===== src/design/mrkt_pkg.sv =====
`default_nettype none

package mrkt_pkg;

    localparam int KNOB_COUNT_DEF = 128;
    localparam int BUTTON_COUNT   = 128;

    // Queue between the decoder and the executor; depth must be a power of two.
    localparam int QUEUE_DEPTH = 2;
    localparam int QPTR_W      = 1;

    localparam logic [3:0] TYPE_NOTE_OFF = 4'h8;
    localparam logic [3:0] TYPE_NOTE_ON  = 4'h9;
    localparam logic [3:0] TYPE_CTRL_CHG = 4'hB;

    localparam logic [1:0] FULL_MSG_BYTES = 2'd3;

    localparam logic [0:0] KIND_MIDI = 1'b0;
    localparam logic [0:0] KIND_SET  = 1'b1;

    localparam logic [0:0] CFG_FLOOR   = 1'b0;
    localparam logic [0:0] CFG_CEILING = 1'b1;

    localparam logic [7:0] FLOOR_RST   = 8'd0;
    localparam logic [7:0] CEILING_RST = 8'd128;

    typedef enum logic [2:0] {
        EV_NONE    = 3'd0,
        EV_TURN    = 3'd1,
        EV_PRESS   = 3'd2,
        EV_RELEASE = 3'd3,
        EV_SET     = 3'd4
    } event_t;

    // One classified request as it waits in the queue.
    typedef struct packed {
        event_t     op;
        logic [6:0] idx;
        logic [6:0] d2;
        logic [7:0] setv;
    } item_t;

endpackage

`default_nettype wire


===== src/design/mrkt_decode.sv =====
`default_nettype none

module mrkt_decode #(
    parameter int KNOB_COUNT = mrkt_pkg::KNOB_COUNT_DEF
) (
    input  wire logic [0:0]     kind,
    input  wire logic [7:0]     status_byte,
    input  wire logic [6:0]     data1,
    input  wire logic [6:0]     data2,
    input  wire logic [1:0]     byte_count,
    input  wire logic [7:0]     set_value,
    output mrkt_pkg::item_t     item
);
    import mrkt_pkg::*;

    logic       knob_ok;
    logic [3:0] msg_type;

    assign knob_ok  = ({1'b0, data1} < 8'(KNOB_COUNT));
    assign msg_type = status_byte[7:4];

    always_comb
    begin
        item.idx  = data1;
        item.d2   = data2;
        item.setv = set_value;
        item.op   = EV_NONE;
        if (kind == KIND_SET)
        begin
            item.op = knob_ok ? EV_SET : EV_NONE;
        end
        else if (byte_count == FULL_MSG_BYTES)
        begin
            case (msg_type)
                TYPE_CTRL_CHG: item.op = knob_ok ? EV_TURN : EV_NONE;
                TYPE_NOTE_ON:  item.op = (data2 != 7'd0) ? EV_PRESS : EV_RELEASE;
                TYPE_NOTE_OFF: item.op = EV_RELEASE;
                default:       item.op = EV_NONE;
            endcase
        end
    end

endmodule

`default_nettype wire


===== src/design/mrkt_queue.sv =====
`default_nettype none

module mrkt_queue (
    input  wire logic            clk,
    input  wire logic            rst_n,
    input  wire logic            push,
    input  wire mrkt_pkg::item_t push_item,
    output logic                 full,
    input  wire logic            pop,
    output logic                 not_empty,
    output mrkt_pkg::item_t      pop_item
);
    import mrkt_pkg::*;

    item_t             slot_reg [QUEUE_DEPTH];
    logic [QPTR_W-1:0] wr_ptr_reg;
    logic [QPTR_W-1:0] rd_ptr_reg;
    logic [QPTR_W:0]   count_reg;
    logic [QPTR_W:0]   count_next;

    assign full      = (count_reg == (QPTR_W + 1)'(QUEUE_DEPTH));
    assign not_empty = (count_reg != '0);
    assign pop_item  = slot_reg[rd_ptr_reg];

    always_comb
    begin
        count_next = count_reg;
        if (push && !pop)
        begin
            count_next = count_reg + 1'b1;
        end
        else if (pop && !push)
        begin
            count_next = count_reg - 1'b1;
        end
    end

    always_ff @(posedge clk)
    begin
        if (push)
        begin
            slot_reg[wr_ptr_reg] <= push_item;
        end
    end

    always_ff @(posedge clk or negedge rst_n)
    begin
        if (!rst_n)
        begin
            wr_ptr_reg <= '0;
            rd_ptr_reg <= '0;
            count_reg  <= '0;
        end
        else
        begin
            if (push)
            begin
                wr_ptr_reg <= wr_ptr_reg + 1'b1;
            end
            if (pop)
            begin
                rd_ptr_reg <= rd_ptr_reg + 1'b1;
            end
            count_reg <= count_next;
        end
    end

endmodule

`default_nettype wire


===== src/design/mrkt_exec.sv =====
`default_nettype none

module mrkt_exec #(
    parameter int KNOB_COUNT = mrkt_pkg::KNOB_COUNT_DEF
) (
    input  wire logic            clk,
    input  wire logic            rst_n,
    input  wire logic [7:0]      knob_floor,
    input  wire logic [7:0]      knob_ceiling,
    input  wire logic            item_valid,
    input  wire mrkt_pkg::item_t item,
    output logic                 item_pop,
    output logic                 out_valid,
    input  wire logic            out_ready,
    output logic [2:0]           event_res,
    output logic [6:0]           index,
    output logic [7:0]           knob_level,
    output logic [6:0]           button_level
);
    import mrkt_pkg::*;

    localparam int KIDX_W = (KNOB_COUNT > 1) ? $clog2(KNOB_COUNT) : 1;

    typedef enum logic [0:0] {
        ST_FETCH,
        ST_APPLY
    } state_t;

    state_t            state_reg;
    item_t             cur_reg;
    logic [7:0]        knob_rd_reg;
    logic              knob_rd_vld_reg;
    logic [KNOB_COUNT-1:0] knob_vld_reg;

    logic [7:0]        knob_mem [KNOB_COUNT];
    logic [6:0]        button_mem [BUTTON_COUNT];

    logic              out_vld_reg;
    logic [2:0]        event_reg;
    logic [6:0]        index_reg;
    logic [7:0]        knob_level_reg;
    logic [6:0]        button_level_reg;

    logic [KIDX_W-1:0] fetch_addr;
    logic [KIDX_W-1:0] cur_addr;
    logic [7:0]        old_level;
    logic signed [9:0] turn_sum;
    logic [7:0]        turn_level;
    logic [7:0]        set_raised;
    logic [7:0]        set_level;
    logic              apply_go;
    logic              knob_write;
    logic              button_write;
    logic [7:0]        new_level;

    assign fetch_addr = item.idx[KIDX_W-1:0];
    assign cur_addr   = cur_reg.idx[KIDX_W-1:0];
    assign item_pop   = (state_reg == ST_FETCH) && item_valid;
    assign apply_go   = (state_reg == ST_APPLY) && (!out_vld_reg || out_ready);

    // An entry never written since reset reads as zero.
    assign old_level = knob_rd_vld_reg ? knob_rd_reg : 8'd0;

    always_comb
    begin
        // The encoder value read as a signed 7-bit number is already the step.
        turn_sum = $signed({2'b00, old_level})
                 + $signed({{3{cur_reg.d2[6]}}, cur_reg.d2});
        if (turn_sum > $signed({2'b00, knob_ceiling}))
        begin
            turn_level = knob_ceiling;
        end
        else if (turn_sum < $signed({2'b00, knob_floor}))
        begin
            turn_level = knob_floor;
        end
        else
        begin
            turn_level = turn_sum[7:0];
        end

        set_raised = (cur_reg.setv < knob_floor) ? knob_floor : cur_reg.setv;
        set_level  = (set_raised > knob_ceiling) ? knob_ceiling : set_raised;

        knob_write   = (cur_reg.op == EV_TURN) || (cur_reg.op == EV_SET);
        button_write = (cur_reg.op == EV_PRESS) || (cur_reg.op == EV_RELEASE);
        new_level    = (cur_reg.op == EV_SET) ? set_level : turn_level;
    end

    always_ff @(posedge clk)
    begin
        if (item_pop)
        begin
            knob_rd_reg <= knob_mem[fetch_addr];
            cur_reg     <= item;
        end
        if (apply_go && knob_write)
        begin
            knob_mem[cur_addr] <= new_level;
        end
        if (apply_go && button_write)
        begin
            button_mem[cur_reg.idx] <= cur_reg.d2;
        end
    end

    always_ff @(posedge clk or negedge rst_n)
    begin
        if (!rst_n)
        begin
            state_reg        <= ST_FETCH;
            knob_vld_reg     <= '0;
            knob_rd_vld_reg  <= 1'b0;
            out_vld_reg      <= 1'b0;
            event_reg        <= '0;
            index_reg        <= '0;
            knob_level_reg   <= '0;
            button_level_reg <= '0;
        end
        else
        begin
            if (out_vld_reg && out_ready && !apply_go)
            begin
                out_vld_reg <= 1'b0;
            end
            case (state_reg)
                ST_FETCH:
                begin
                    if (item_pop)
                    begin
                        knob_rd_vld_reg <= knob_vld_reg[fetch_addr];
                        state_reg       <= ST_APPLY;
                    end
                end
                ST_APPLY:
                begin
                    if (apply_go)
                    begin
                        out_vld_reg      <= 1'b1;
                        event_reg        <= cur_reg.op;
                        index_reg        <= (cur_reg.op == EV_NONE) ? 7'd0 : cur_reg.idx;
                        knob_level_reg   <= knob_write ? new_level : 8'd0;
                        button_level_reg <= button_write ? cur_reg.d2 : 7'd0;
                        if (knob_write)
                        begin
                            knob_vld_reg[cur_addr] <= 1'b1;
                        end
                        state_reg <= ST_FETCH;
                    end
                end
                default:
                begin
                    state_reg <= ST_FETCH;
                end
            endcase
        end
    end

    assign out_valid    = out_vld_reg;
    assign event_res    = event_reg;
    assign index        = index_reg;
    assign knob_level   = knob_level_reg;
    assign button_level = button_level_reg;

endmodule

`default_nettype wire


===== src/design/midi_relative_knob_tracker.sv =====
// A request accepted into the queue is fetched by the executor, which reads its knob,
// and its result is registered when the executor writes the knob table back.
// The executor alternates between the read and the write-back, so it takes no new request until the last one is done.
// A two-entry queue lets input be accepted while the output is stalled.
// Reset (rst_n, asynchronous, active low) empties the queue, clears every knob
// level to zero, and sets the floor to 0 and the ceiling to 128.
`default_nettype none

module midi_relative_knob_tracker #(
    parameter int KNOB_COUNT = mrkt_pkg::KNOB_COUNT_DEF
) (
    input  wire logic        clk,
    input  wire logic        rst_n,
    input  wire logic        cfg_wr_en,
    input  wire logic [0:0]  cfg_addr,
    input  wire logic [7:0]  cfg_wdata,
    input  wire logic        s_axis_tvalid,
    output logic             s_axis_tready,
    // [7:0] status_byte, [14:8] data1, [21:15] data2, [23:22] byte_count,
    // [31:24] set_value
    input  wire logic [31:0] s_axis_tdata,
    // [0] kind
    input  wire logic [0:0]  s_axis_tuser,
    output logic             m_axis_tvalid,
    input  wire logic        m_axis_tready,
    // [6:0] index, [14:7] knob_level, [21:15] button_level, [23:22] zero
    output logic [23:0]      m_axis_tdata,
    // [2:0] event_res
    output logic [2:0]       m_axis_tuser
);
    import mrkt_pkg::*;

    logic [7:0] floor_reg;
    logic [7:0] ceiling_reg;
    item_t      dec_item;
    item_t      q_item;
    logic       q_full;
    logic       q_not_empty;
    logic       q_pop;
    logic       push;
    logic [6:0] index;
    logic [7:0] knob_level;
    logic [6:0] button_level;

    always_ff @(posedge clk or negedge rst_n)
    begin
        if (!rst_n)
        begin
            floor_reg   <= FLOOR_RST;
            ceiling_reg <= CEILING_RST;
        end
        else if (cfg_wr_en)
        begin
            case (cfg_addr)
                CFG_FLOOR:   floor_reg   <= cfg_wdata;
                CFG_CEILING: ceiling_reg <= cfg_wdata;
                default:     floor_reg   <= floor_reg;
            endcase
        end
    end

    assign s_axis_tready = !q_full;
    assign push          = s_axis_tvalid && !q_full;

    mrkt_decode #(
        .KNOB_COUNT (KNOB_COUNT)
    ) u_decode (
        .kind        (s_axis_tuser),
        .status_byte (s_axis_tdata[7:0]),
        .data1       (s_axis_tdata[14:8]),
        .data2       (s_axis_tdata[21:15]),
        .byte_count  (s_axis_tdata[23:22]),
        .set_value   (s_axis_tdata[31:24]),
        .item        (dec_item)
    );

    mrkt_queue u_queue (
        .clk       (clk),
        .rst_n     (rst_n),
        .push      (push),
        .push_item (dec_item),
        .full      (q_full),
        .pop       (q_pop),
        .not_empty (q_not_empty),
        .pop_item  (q_item)
    );

    mrkt_exec #(
        .KNOB_COUNT (KNOB_COUNT)
    ) u_exec (
        .clk          (clk),
        .rst_n        (rst_n),
        .knob_floor   (floor_reg),
        .knob_ceiling (ceiling_reg),
        .item_valid   (q_not_empty),
        .item         (q_item),
        .item_pop     (q_pop),
        .out_valid    (m_axis_tvalid),
        .out_ready    (m_axis_tready),
        .event_res    (m_axis_tuser),
        .index        (index),
        .knob_level   (knob_level),
        .button_level (button_level)
    );

    assign m_axis_tdata = {2'b00, button_level, knob_level, index};

endmodule

`default_nettype wire


===== config.mk =====
export PLATFORM = sky130hd
export DESIGN_NAME = midi_relative_knob_tracker
export DESIGN_NICKNAME = d
export VERILOG_FILES = /design/src/design/mrkt_pkg.sv /design/src/design/mrkt_decode.sv /design/src/design/mrkt_queue.sv /design/src/design/mrkt_exec.sv /design/src/design/midi_relative_knob_tracker.sv
export SDC_FILE = /design/constraint.sdc
export NUM_CORES = 2
export LEC_CHECK = 0
export BUFFER_PORTS_ARGS = -buffer_cell sky130_fd_sc_hd__buf_2
export CAP_MARGIN = 20
export CORE_ASPECT_RATIO = 1.4
export CORE_UTILIZATION = 34
export CTS_BUF_LIST = sky130_fd_sc_hd__clkbuf_8
export DETAILED_ROUTE_END_ITERATION = 8
export GPL_TIMING_DRIVEN = 1
export HOLD_SLACK_MARGIN = 0.12
export PLACE_DENSITY = 0.58
export REMOVE_ABC_BUFFERS = 1
export SLEW_MARGIN = 20
export SYNTH_ARGS = -nofsm -noshare
export SYNTH_HDL_FRONTEND = slang
export SYNTH_SLANG_ARGS = --single-unit

===== constraint.sdc =====
create_clock -name clk -period 24.3 [get_ports clk]
set_input_delay 0 -clock clk [delete_from_list [all_inputs] [get_ports clk]]
set_output_delay 0 -clock clk [all_outputs]
set_load 0.005 [all_outputs]

==> results.md <==
- CP Max Fanout: 76
- Top delay family on crit path: compound AO/OA/AOI/OAI gates
- Max reg flops: 1024
- Area of the mapped netlist: 52500 sq um
- Initial Util: 0.343
- Post-synth ARST share: 0.137
- RSZ-0062 raised after global routing: false
- CP arrival: 6.87 ns
- CTS tree: yes
- Io pins: 76
- Yosys warns: 0
- Vias after detailed routing: 33800
- Status: finished clean
- Crit end category: register
- Core Footprint: 153000 sq um
- Number of global-route vias before repair: 33300
- Final nets: 4365
- Clock Path Buffers: 3
- Placed cells: 6065
- First-pass GRT wire length: 217 mm
- Fin crit period: 6.38 ns
- Met1 Resource Use GR: 0.229
- Finished Layout Cells: 6497
- IO buf count: 69
- Worst r2r src: u_exec.knob_rd_vld_reg$_DFFE_PN0P_
- DR iter-0 viols: 3347
- Power Density: 150 nW/um^2
- Largest net degree at the start of global routing: 148
- Peak VDD IR: 0.000185 V
- First drt pass iteration count: 6
- Slew Limit Fails: 0
- Global route overflow: 0
- Slew Limit Headroom: 0.250
- Ratio of final minimum period to clock period: 0.262
- GR Layer Usage met2: 0.322
- Crit Path Category: reg2reg
- Final Hold Viols: 0
- Fin Setup TNS: 0 ns
- Slowest cell on the critical path: a2111oi_0
- Leak: 21.8 nW
- Core Rows: 170
- Slew of the pin with the lowest slew margin: 1.12 ns
- Post-Synthesis Cells: 4118
- Die Wd: 334 microns
- Share of cells above drive strength 1: 0.133
- Clock latency on the worst-skew pair: 0.90 ns
- F_max: 0.157 GHz
- Buffers & Inverters on Critical Path: 3
- Met3 Resource Use GR: 0.0282
- CTS clock-pin slew for the worst setup and hold paths: 0.07 ns
- Routed wire length: 146 mm
- Root Driver: clkbuf_8
- CP startpoint kind: register
- GRT busiest layer: met2
- Worst hold margin: 0.287 ns
- Die Ht: 467 microns
- Critical path data required time: 24.80 ns
- Number of distinct library cells after synthesis: 74
- Postcts setup bufs: 0
- Hold/Removal Path Class: in2async
- Antenna violations before repair: 2
- Seq cells post-synth: 1283
- Depth of the CTS H-tree: 4
- Max incr delay on CP: 0.83 ns
- Vias/cell: 5.19
- Routed Antenna Nets: 0
- Total die area: 156000 sq um
- DR DRC count: 0
- Final setup violation count: 0
- DP Wirelength: 82.3 mm
- RePlAce Congestion: 0.863
- Total power: 8.94 mW
- WL/cell: 22.5 microns
- Clock sinks: 1283
- Sequential area share after synthesis: 0.717
- Avg Cell Area, Syn: 12.8 sq um
- Ys flop type: edfxtp_1
- Tot GR Track Use: 0.185
- Area grow syn2layout: 13.5%
- EDFF count, synth: 1107
- CP Launch Point: u_exec.knob_rd_vld_reg$_DFFE_PN0P_
- Worst clock skew: 0.0372 ns
- Crit-path cells: and2_1 -> ha_1 -> fa_1 -> a211o_1 -> o211ai_1 -> nand2b_1 -> a21oi_1 -> xnor2_1 -> ha_1 -> o21a_1 -> o32ai_1 -> a31o_1 -> a21boi_0 -> a211oi_1 -> inv_1 -> a2111oi_0 -> nor3_2 -> buf_4 -> buf_4
- Max-cap viol count: 0
- Inserted Clock Buffers: 181
## per-stage QoR
stage,worst slack [ns],util,area (sq um)
after detailed placement,17.99,0.359,55100
final,17.92,0.389,59600
after global routing,17.58,0.389,59600
after CTS,17.93,0.388,59600
after global placement,17.87,0.359,55100
after floorplan,7.66,-,51500
## repair_timing
action	in CTS	in global routing
gates resized for setup	0	0
hold endpoints to repair	321	0
hold buffers	92	0
## layout make-up
| cell class | instances | area, sq um |
|---|---|---|
| sequential | 1283 | 37600 |
| fill | 14400 | 93800 |
| clock buffer | 204 | 2810 |
| timing repair buffer | 222 | 1850 |
| tap | 2064 | 2580 |
| inverter | 30 | 130 |
| multi-input combinational | 2559 | 13800 |
| antenna | 1 | 2.50 |
| clock inverter | 134 | 748 |
## layout by cell type (no fill, tap or decap), types with 8 or more instances in the layout
cell type	count
buf_4	53
a31oi_1	27
nand3_1	373
buf_12	8
o21ai_0	38
nand2b_1	10
nand4_1	8
nor2_2	8
buf_2	68
a311oi_1	184
clkinv_2	23
dlygate4sd3_1	91
nor3_1	38
o211ai_1	9
inv_1	100
nand2_1	1113
and3_1	119
and2_1	9
dfrtp_1	174
mux2i_1	44
nor4_1	13
a211oi_1	8
edfxtp_1	1107
or2_2	130
mux4_2	11
nor2b_1	13
o21ai_1	11
clkbuf_8	204
a32oi_1	8
a21oi_1	35
nor2_1	156
mux2_2	38
o22ai_1	13
ha_1	40
clkinv_1	20
## cell usage after synthesis (7+ instances only)
cell / n / share of area
a211oi_1: 9 / 0.0013
a21oi_1: 36 / 0.0034
a22o_1: 7 / 0.0012
a22oi_1: 7 / 0.0010
a311oi_1: 184 / 0.031
a31oi_1: 27 / 0.0032
a32oi_1: 8 / 0.0013
and2_1: 10 / 0.0012
and3_1: 119 / 0.014
buf_1: 40 / 0.0029
buf_2: 70 / 0.0067
clkbuf_1: 131 / 0.0094
dfrtp_1: 175 / 0.083
edfxtp_1: 1107 / 0.63
ha_1: 40 / 0.0095
inv_1: 27 / 0.0019
mux2_2: 38 / 0.0081
mux2i_1: 45 / 0.0086
mux4_2: 11 / 0.0047
nand2_1: 1113 / 0.080
nand2b_1: 10 / 0.0012
nand3_1: 373 / 0.036
nand4_1: 8 / 0.00095
nor2_1: 166 / 0.012
nor2b_1: 13 / 0.0015
nor3_1: 42 / 0.0040
nor4_1: 13 / 0.0015
o211ai_1: 9 / 0.0013
o21ai_0: 38 / 0.0036
o21ai_1: 11 / 0.0010
o22ai_1: 13 / 0.0015
or2_2: 130 / 0.015
## where the power goes
group / switching, mW / internal, mW
Combinational: 2.68 / 0.761
Sequential: 0.0963 / 3.74
Clock: 0.830 / 0.836
## metal layers
layer  up-vias  wire (microns)
li1      15400               -
met1     16900           58200
met2      1178           73900
met3       271            8490
met4         0            5490
met5         -               0
## kinds of logic after synthesis
kind of cell / share of synthesized area
flip-flops: 0.717
AND/OR/NAND/NOR: 0.168
buffers and inverters: 0.0220
adder cells (fa/ha/maj): 0.00991
AO/OA/AOI/OAI: 0.0581
other: 0.0000714
XOR/XNOR: 0.00167
multiplexers: 0.0230
## tightest hold or removal path: cells and delay by family
family	cells	cell delay, ns
buffers and inverters	4	1.55
## path summary, 6_finish.rpt
kind                            slack [ns]  depth (start not counted)                              endpoint
worst max register to register       17.92                         19     u_exec.knob_mem[109][1]$_DFFE_PP_
worst min-delay path                  0.29                          4  u_exec.knob_vld_reg[108]$_DFFE_PN0P_
worst min register to register        0.46                          1   u_exec.knob_vld_reg[86]$_DFFE_PN0P_
max in group asynchronous            23.11                          4      u_exec.knob_level[0]$_DFFE_PN0P_
min in group clk                      0.30                          5              floor_reg[7]$_DFFE_PN0P_
worst max-delay path                 17.92                         19     u_exec.knob_mem[109][1]$_DFFE_PP_
Note: power is estimated with default switching activity, not from simulation.
